### src/sv/upc_pkg.sv
// ----------------------------------------------------------------------------
// upc_pkg
// Shared types and constants for the URL path segment checker.
// ----------------------------------------------------------------------------
package upc_pkg;

  localparam int unsigned MAX_SEGMENTS_DEFAULT = 16;

  localparam logic [7:0] CHAR_SLASH   = 8'h2F;
  localparam logic [7:0] CHAR_QUERY   = 8'h3F;
  localparam logic [7:0] CHAR_HASH    = 8'h23;
  localparam logic [7:0] CHAR_PERCENT = 8'h25;

  localparam int unsigned NUM_SYMS = 15;
  localparam logic [7:0] SYM_CHARS [NUM_SYMS] = '{
    8'h2D, 8'h2E, 8'h5F, 8'h7E, 8'h21, 8'h24, 8'h26, 8'h27,
    8'h28, 8'h29, 8'h2A, 8'h2B, 8'h2C, 8'h3B, 8'h3D
  };

  typedef enum logic [1:0] {
    REGION_PATH  = 2'd0,
    REGION_QUERY = 2'd1,
    REGION_FRAG  = 2'd2
  } region_t;

  typedef struct packed {
    logic is_slash;
    logic is_query;
    logic is_hash;
    logic is_percent;
    logic is_hex;
    logic is_plain;
  } char_class_t;

  typedef struct packed {
    logic [1:0] region;
    logic       is_segment_byte;
    logic [3:0] segment_index;
    logic       segment_closed;
    logic       closed_segment_ok;
    logic       route_ok;
    logic [4:0] segment_total;
    logic       segment_overflow;
    logic       route_done;
  } result_t;

endpackage

### src/sv/upc_char_class.sv
// ----------------------------------------------------------------------------
// upc_char_class
// Classifies one byte: delimiters, percent, hex digit, plain segment char.
// ----------------------------------------------------------------------------
module upc_char_class (
  input  logic [7:0]           ch,
  output upc_pkg::char_class_t cls
);

  logic sym_hit;
  logic is_digit;
  logic is_upper;
  logic is_lower;

  always_comb begin
    sym_hit = 1'b0;
    for (int k = 0; k < upc_pkg::NUM_SYMS; k++) begin
      if (ch == upc_pkg::SYM_CHARS[k]) begin
        sym_hit = 1'b1;
      end
    end
  end

  assign is_digit = (ch >= 8'h30) && (ch <= 8'h39);
  assign is_upper = (ch >= 8'h41) && (ch <= 8'h5A);
  assign is_lower = (ch >= 8'h61) && (ch <= 8'h7A);

  assign cls.is_slash   = (ch == upc_pkg::CHAR_SLASH);
  assign cls.is_query   = (ch == upc_pkg::CHAR_QUERY);
  assign cls.is_hash    = (ch == upc_pkg::CHAR_HASH);
  assign cls.is_percent = (ch == upc_pkg::CHAR_PERCENT);
  assign cls.is_hex     = is_digit || ((ch >= 8'h41) && (ch <= 8'h46)) ||
                          ((ch >= 8'h61) && (ch <= 8'h66));
  assign cls.is_plain   = is_digit || is_upper || is_lower || sym_hit;

endmodule

### src/sv/upc_seg_tracker.sv
// ----------------------------------------------------------------------------
// upc_seg_tracker
// Per-target state: region, percent escapes, segment and route validity,
// saturating segment count. Produces the result of each accepted byte.
// ----------------------------------------------------------------------------
module upc_seg_tracker #(
  parameter int unsigned MAX_SEGMENTS = upc_pkg::MAX_SEGMENTS_DEFAULT
) (
  input  logic                 clk,
  input  logic                 rst,
  input  logic                 advance,
  input  logic [7:0]           byte_in,
  input  logic                 last_byte,
  output upc_pkg::result_t     result
);

  localparam int unsigned CntW = $clog2(MAX_SEGMENTS + 1);
  localparam int unsigned ExtW = (CntW > 5) ? CntW : 5;
  localparam logic [CntW-1:0] CntMax = CntW'(MAX_SEGMENTS);

  upc_pkg::char_class_t cls;

  upc_pkg::region_t cur_region, cur_region_next;
  logic [1:0]       hex_digits_owed, hex_digits_owed_next;
  logic             segment_nonempty, segment_nonempty_next;
  logic             segment_valid, segment_valid_next;
  logic             route_valid, route_valid_next;
  logic [CntW-1:0]  segment_count, segment_count_next;
  logic             count_overflow, count_overflow_next;

  logic            in_path;
  logic            delim;
  logic            seg_byte;
  logic            bad_char;
  logic [1:0]      owed_after;
  logic            nonempty_after;
  logic            closing;
  logic            cok;
  logic [ExtW-1:0] cnt_now_ext;
  logic [ExtW-1:0] cnt_next_ext;

  upc_char_class u_class (
    .ch  (byte_in),
    .cls (cls)
  );

  assign in_path  = (cur_region == upc_pkg::REGION_PATH);
  assign delim    = cls.is_slash || cls.is_query || cls.is_hash;
  assign seg_byte = in_path && !delim;

  always_comb begin
    bad_char   = 1'b0;
    owed_after = hex_digits_owed;
    if (seg_byte) begin
      if (hex_digits_owed != 2'd0) begin
        bad_char   = !cls.is_hex;
        owed_after = hex_digits_owed - 2'd1;
      end
      if (cls.is_percent) begin
        owed_after = 2'd2;
      end else if (!cls.is_plain) begin
        bad_char = 1'b1;
      end
    end
  end

  assign nonempty_after = segment_nonempty || seg_byte;
  assign closing        = in_path && (delim || last_byte) && nonempty_after;
  assign cok            = closing && segment_valid && !bad_char && (owed_after == 2'd0);

  always_comb begin
    cur_region_next       = cur_region;
    hex_digits_owed_next  = owed_after;
    segment_nonempty_next = nonempty_after;
    segment_valid_next    = segment_valid && !bad_char;
    route_valid_next      = route_valid;
    segment_count_next    = segment_count;
    count_overflow_next   = count_overflow;

    case (cur_region)
      upc_pkg::REGION_PATH: begin
        if (cls.is_query) begin
          cur_region_next = upc_pkg::REGION_QUERY;
        end else if (cls.is_hash) begin
          cur_region_next = upc_pkg::REGION_FRAG;
        end
      end
      upc_pkg::REGION_QUERY: begin
        if (cls.is_hash) begin
          cur_region_next = upc_pkg::REGION_FRAG;
        end
      end
      default: begin
        cur_region_next = upc_pkg::REGION_FRAG;
      end
    endcase

    if (closing) begin
      if (!cok) begin
        route_valid_next = 1'b0;
      end else if (route_valid) begin
        if (segment_count < CntMax) begin
          segment_count_next = segment_count + 1'b1;
        end else begin
          count_overflow_next = 1'b1;
        end
      end
      segment_nonempty_next = 1'b0;
      segment_valid_next    = 1'b1;
      hex_digits_owed_next  = 2'd0;
    end
  end

  assign cnt_now_ext  = ExtW'(segment_count);
  assign cnt_next_ext = ExtW'(segment_count_next);

  always_comb begin
    result.region            = cur_region_next;
    result.is_segment_byte   = seg_byte;
    result.segment_index     = (cnt_now_ext >= ExtW'(15)) ? 4'd15 : cnt_now_ext[3:0];
    result.segment_closed    = closing;
    result.closed_segment_ok = cok;
    result.route_ok          = route_valid_next;
    result.segment_total     = cnt_next_ext[4:0];
    result.segment_overflow  = count_overflow_next;
    result.route_done        = last_byte;
  end

  always_ff @(posedge clk) begin
    if (rst || (advance && last_byte)) begin
      cur_region       <= upc_pkg::REGION_PATH;
      hex_digits_owed  <= 2'd0;
      segment_nonempty <= 1'b0;
      segment_valid    <= 1'b1;
      route_valid      <= 1'b1;
      segment_count    <= '0;
      count_overflow   <= 1'b0;
    end else if (advance) begin
      cur_region       <= cur_region_next;
      hex_digits_owed  <= hex_digits_owed_next;
      segment_nonempty <= segment_nonempty_next;
      segment_valid    <= segment_valid_next;
      route_valid      <= route_valid_next;
      segment_count    <= segment_count_next;
      count_overflow   <= count_overflow_next;
    end
  end

endmodule

### config.mk
export PLATFORM = sky130hd
export DESIGN_NAME = upc_seg_tracker
export DESIGN_NICKNAME = d
export VERILOG_FILES = /design/src/sv/upc_pkg.sv /design/src/sv/upc_char_class.sv /design/src/sv/upc_seg_tracker.sv
export SDC_FILE = /design/constraint.sdc
export NUM_CORES = 1
export LEC_CHECK = 0
export CAP_MARGIN = 20
export CELL_PAD_IN_SITES_DETAIL_PLACEMENT = 0
export CELL_PAD_IN_SITES_GLOBAL_PLACEMENT = 1
export CORE_MARGIN = 5
export CORE_UTILIZATION = 45
export DETAILED_ROUTE_END_ITERATION = 7
export DONT_BUFFER_PORTS = 1
export PLACE_DENSITY = 0.86
export SYNTH_ARGS = -nofsm -noshare
export SYNTH_HDL_FRONTEND = slang
export SYNTH_SLANG_ARGS = --single-unit
### constraint.sdc
create_clock -name clk -period 3.9 [get_ports clk]
set_clock_uncertainty 0.1 [all_clocks]
set_input_delay 0.78 -clock clk [delete_from_list [all_inputs] [get_ports clk]]
set_output_delay 0.78 -clock clk [all_outputs]
set_load 0.05 [all_outputs]
==> results.yml, run 1 <==
synthesis:
  synthCells: 151
  synth_nets: 164
  ys.flop_type: "dfxtp_1"
  yosysWarningCount: 0
  ys_seq_elements: 13
  syn_area_per_cell_um2: 7.92
  synth.distinct_cells: 55
  async_flop_share_pct: 0
  seq_area_frac_synth_pct: 21.8
  synth.cell_area_um2: 1200
  synth_edf_count: 0
place:
  io_buffers: 0
  place.gp.congestion: 0.809
  dpl.cell_count: 176
  place_hpwl_um: 2070
  pre_cts_ws_ns: 0.246
  dpl_cell_area_um2: 1210
power_and_ir_drop:
  ir_drop_mv: 0.125
  p_per_area_nw_per_um2: 235
  finalPower_uw: 292
  p_leak_nw: 0.505
timing:
  tightestPinTransition_ns: 0.523
  slew_headroom_pct: 64.9
  timing.fmax_mhz: 273
  finalCritPeriodShare_pct: 94.0
  hold_viol: 0
  min_period_ns: 3.66
  finalSetupTns_ns: 0
  slew_viol_final: 0
  worst_slack_ns: 0.235
  rsz0062_at_grt: "no"
  setup_viol: 0
  holdWs_ns: 0.352
worst_setup_path:
  crit_arrival_ns: 2.78
  crit_fanout: 10
  endpoint_kind: "primary output"
  start_kind: "input pin"
  cpMaxStageDelayCell: "or3b_1"
  cp_cell_sequence: "or3b_1 > a211oi_4 > mux2i_2 > nor2_8 > nand4_2 > mux2_4"
  slowest_delay_ns: 0.48
  worstSetupPathType: "in -> out"
  critical_path_required_ns: 3.02
clock_tree:
  numCtsBuffers: 3
  cts.clk_slew.worst_paths_ns: 0.08
  tritoncts: "done"
  cts.hold.buffers_added: 0
  cts_root_buf: "clkbuf_4"
  htreeDepth: 1
  clkLatencyLatePin_ns: 0.27
  cts_sinks: 13
  cts-resized-gates: 0
  cts_buffer_depth: 2
  post_cts_buffers: 0
grt:
  antenna_found_initial: 0
  grt_pass1_vias: 974
  grt.overflow.total: 0
  grt_pass1_wl_um: 4260
  grt_usage_pct: 14.8
  grt_max_degree: 16
floorplanning:
  ios: 29
  dieWidth_um: 61.6
  start_util_pct: 47.8
  die_h_um: 61.6
  row_count: 18
  coreArea_um2: 2500
  dieArea_um2: 3790
detailed_routing:
  first_pass_iters: 4
  drc: 0
  ant_nets: 0
  drt_iter0_markers: 31
  vias: 1087
  wire_per_inst_um: 14.7
  wl_um: 2670
  vias_per_cell: 6.01
final_layout:
  postLayoutCoreUtil_pct: 49.6
  design_area_um2: 1240
  fin_cells: 181
  diodes: 0
  fin_nets: 165
  syn2layout_area_growth_pct: 3.77
  drive_gt1_share_pct: 17.9
outcome:
  status: "finished clean"
hold_path:
  hp-class: "reg -> reg"
job:
  cap_violations: 0
-- cell usage after synthesis (4+ instances only) --
| cell type | n | area [µm²] |
|---|---|---|
| a21oi_1 | 7 | 35.0 |
| buf_4 | 6 | 45.0 |
| dfxtp_1 | 13 | 260 |
| inv_1 | 6 | 22.5 |
| mux2i_1 | 4 | 40.0 |
| nand2_1 | 16 | 60.1 |
| nor2_1 | 11 | 41.3 |
| o21ai_0 | 4 | 20.0 |
| or2_2 | 5 | 31.3 |
| or3_1 | 5 | 31.3 |
| xnor2_1 | 4 | 35.0 |
-- cells in the final DEF (no fill, tap or decap), types with 2 or more instances in the layout --
| cell | instances |
|---|---|
| o21ai_0 | 4 |
| nor3_1 | 3 |
| dfxtp_1 | 13 |
| nand2_1 | 16 |
| o221ai_1 | 2 |
| o21bai_1 | 2 |
| nand2b_1 | 3 |
| or3_1 | 5 |
| nand3b_1 | 2 |
| a21oi_1 | 7 |
| nor2b_1 | 2 |
| nor4_1 | 2 |
| inv_1 | 6 |
| nor2_1 | 11 |
| a2bb2oi_1 | 2 |
| o21ai_1 | 3 |
| nor4b_1 | 2 |
| and2_1 | 2 |
| buf_4 | 10 |
| o2111ai_1 | 3 |
| xnor2_1 | 4 |
| or2_2 | 5 |
| mux2i_1 | 4 |
| a211oi_1 | 3 |
| nand4_1 | 2 |
| and3_1 | 2 |
| clkbuf_4 | 3 |
| nand3_1 | 2 |
-- where the power goes --
part	leakage (nW)	switching, mW	internal (mW)
combinational	0.385	0.0469	0.0237
clock	0.0150	0.0451	0.0396
sequential	0.105	0.00178	0.135
-- final cells by class --
cell class / count / area, µm²
repair buffers: 10 / 75.1
fillers: 249 / 1260
multi-input cells: 118 / 820
inverters: 6 / 22.5
well taps: 30 / 37.5
clock buffers: 4 / 26.3
flip-flops and latches: 13 / 260
-- path summary, 6_finish.rpt --
path | start | to | slack (ns) | cells after the start
hold reg to reg | count_overflow | count_overflow | 0.35 | 2
setup reg to reg | cur_region[1] | cnt_now_ext[4] | 1.57 | 6
hold / removal | count_overflow | count_overflow | 0.35 | 2
setup / recovery | byte_in[7] | result[3] | 0.24 | 6
-- flip-flops by register name, summed over array words and instances, names as in the netlist --
signal            flops
segment_nonempty      1
count_overflow        1
route_valid           1
segment_valid         1
cur_region            2
hex_digits_owed       2
cnt_now_ext           5
-- critical path, delay by kind of cell --
kind / cells / cell delay, ns
multiplexers: 2 / 0.85
AO/OA/AOI/OAI: 1 / 0.37
AND/OR/NAND/NOR: 3 / 0.78
-- cell families after synthesis --
logic type	synth area share (%)
xor gates and xnor gates	3.66
and+or+nand+nor	34.7
AOI/OAI and AO/OA	23.3
DFF	21.8
muxes	5.75
buffers and inverters	9.73
adders and majority gates	1.05
-- layer usage --
layer / up-vias / global-route usage [%] / routed length [µm]
met2: 26 / 24.7 / 1240
met4: 0 / 2.73 / 10
met5: - / 0 / 0
met1: 510 / 18.9 / 1230
met3: 2 / 4.61 / 188
li1: 549 / - / -
(Power assumes the default switching activity.)
==> run 2, diff against run 1 <==
Settings changed: CORE_ASPECT_RATIO set to 0.6, GPL_ROUTABILITY_DRIVEN set to 0, REMOVE_ABC_BUFFERS set to 1.
==> results.yml, run 2 (same netlist as run 1, synthesis figures left out) <==
power_and_ir_drop:
  p_per_area_nw_per_um2: 263
  ir_drop_mv: 0.148
  p_leak_nw: 0.513
  finalPower_uw: 332
final_layout:
  syn2layout_area_growth_pct: 5.54
  drive_gt1_share_pct: 17.9
  largest_reg_flops: 5
  design_area_um2: 1260
  final_common_cell: "nand2_1"
  seqCellArea_um2: 260
  nFillCells: 275
  fin_cells: 183
  multi_input_area_um2: 820
  fin_nets: 165
  final_cell_mix: "nand2_1 (16), dfxtp_1 (13), nor2_1 (11)"
  diodes: 0
  postLayoutCoreUtil_pct: 50.0
floorplanning:
  start_util_pct: 47.4
  row_count: 14
  dieArea_um2: 3820
  coreArea_um2: 2520
  ios: 29
  die_h_um: 49.9
  dieWidth_um: 76.6
worst_setup_path:
  slowest_delay_ns: 0.48
  r2r-end: "cnt_now_ext[4]"
  crit_start: "byte_in[7]"
  cpMaxStageDelayCell: "or3b_1"
  r2r-start: "cur_region[1]"
  critical_path_required_ns: 3.02
  start_kind: "input pin"
  worstSetupPathType: "in -> out"
  cp_cell_sequence: "or3b_1 > a211oi_4 > mux2i_2 > nor2_8 > nand4_2 > mux2_4"
  critical_path.endpoint: "result[3]"
  crit_arrival_ns: 2.80
  endpoint_kind: "primary output"
  crit_fanout: 10
  reg2reg_depth: 6
  rrSetupSlack_ns: 1.58
detailed_routing:
  vias_per_cell: 6.05
  first_pass_iters: 4
  wl_um: 2890
  ant_nets: 0
  wire_per_inst_um: 15.8
  drc: 0
  vias: 1107
  drt_iter0_markers: 76
timing:
  finalCritPeriodShare_pct: 94.3
  rsz0062_at_grt: "no"
  min_period_ns: 3.68
  setup_viol: 0
  timing.fmax_mhz: 272
  finalSetupTns_ns: 0
  slew_headroom_pct: 64.4
  tightestPinTransition_ns: 0.531
  holdWs_ns: 0.348
  hold_viol: 0
  worst_slack_ns: 0.223
  slew_viol_final: 0
clock_tree:
  clkLatencyLatePin_ns: 0.25
  cts_root_buf: "clkbuf_8"
  post_cts_buffers: 0
  cts-resized-gates: 0
  htreeDepth: 1
  tritoncts: "done"
  cts.clk_slew.worst_paths_ns: 0.05
  numCtsBuffers: 3
  cts.hold.buffers_added: 0
  cts_buffer_depth: 2
  cts_sinks: 13
grt:
  grt_pass1_vias: 968
  grt_pass1_wl_um: 4820
  grt.overflow.total: 0
  antenna_found_initial: 0
  grt_max_degree: 16
  grt_usage_pct: 15.4
job:
  cap_violations: 0
place:
  io_buffers: 0
  place_hpwl_um: 2220
  dpl.cell_count: 178
  dpl_cell_area_um2: 1210
  pre_cts_ws_ns: 0.234
hold_path:
  hp-class: "reg -> reg"
outcome:
  status: "finished clean"
==> run 2: cell count changes in the layout (fill, tap and decap cells not counted) <==
cell,delta
clkbuf_8,+3
clkbuf_4,-3
==> run 2: final cells by class <==
class                           instances  area share, %
Multi-Input combinational cell        118           64.9
Tap cell                               32           3.17
Timing Repair Buffer                   10           5.95
Sequential cell                        13           20.6
Clock buffer                            4           3.57
Inverter                                6           1.78
==> run 2: worst max-delay path, delay by kind of cell <==
family / cells / cell delay, ns
AND/OR/NAND/NOR: 3 / 0.78
AO/OA/AOI/OAI: 1 / 0.38
multiplexers: 2 / 0.85
==> run 2: worst min-delay path by stage <==
stage / start / end / slack [ns] / cells after the start
final: count_overflow / count_overflow / 0.35 / 2
after global routing: count_overflow / count_overflow / 0.39 / 2
after CTS: count_overflow / count_overflow / 0.35 / 2
after detailed placement: count_overflow / count_overflow / 0.34 / 2
after global placement: count_overflow / count_overflow / 0.34 / 2
after floorplan: count_overflow / count_overflow / 0.32 / 2
==> run 2: where the power goes <==
part	internal (mW)	switching [mW]
combinational	0.0237	0.0475
clock	0.0723	0.0518
sequential	0.135	0.00191
==> run 2: metal layers <==
layer  part of all wire [%]  global-route usage [%]  up-vias
met3                    5.2                    5.09        5
met2                     43                    22.3       25
li1                       -                       -      552
met1                     51                    22.1      525
met4                   0.59                    2.62        0
met5                      0                       0        -
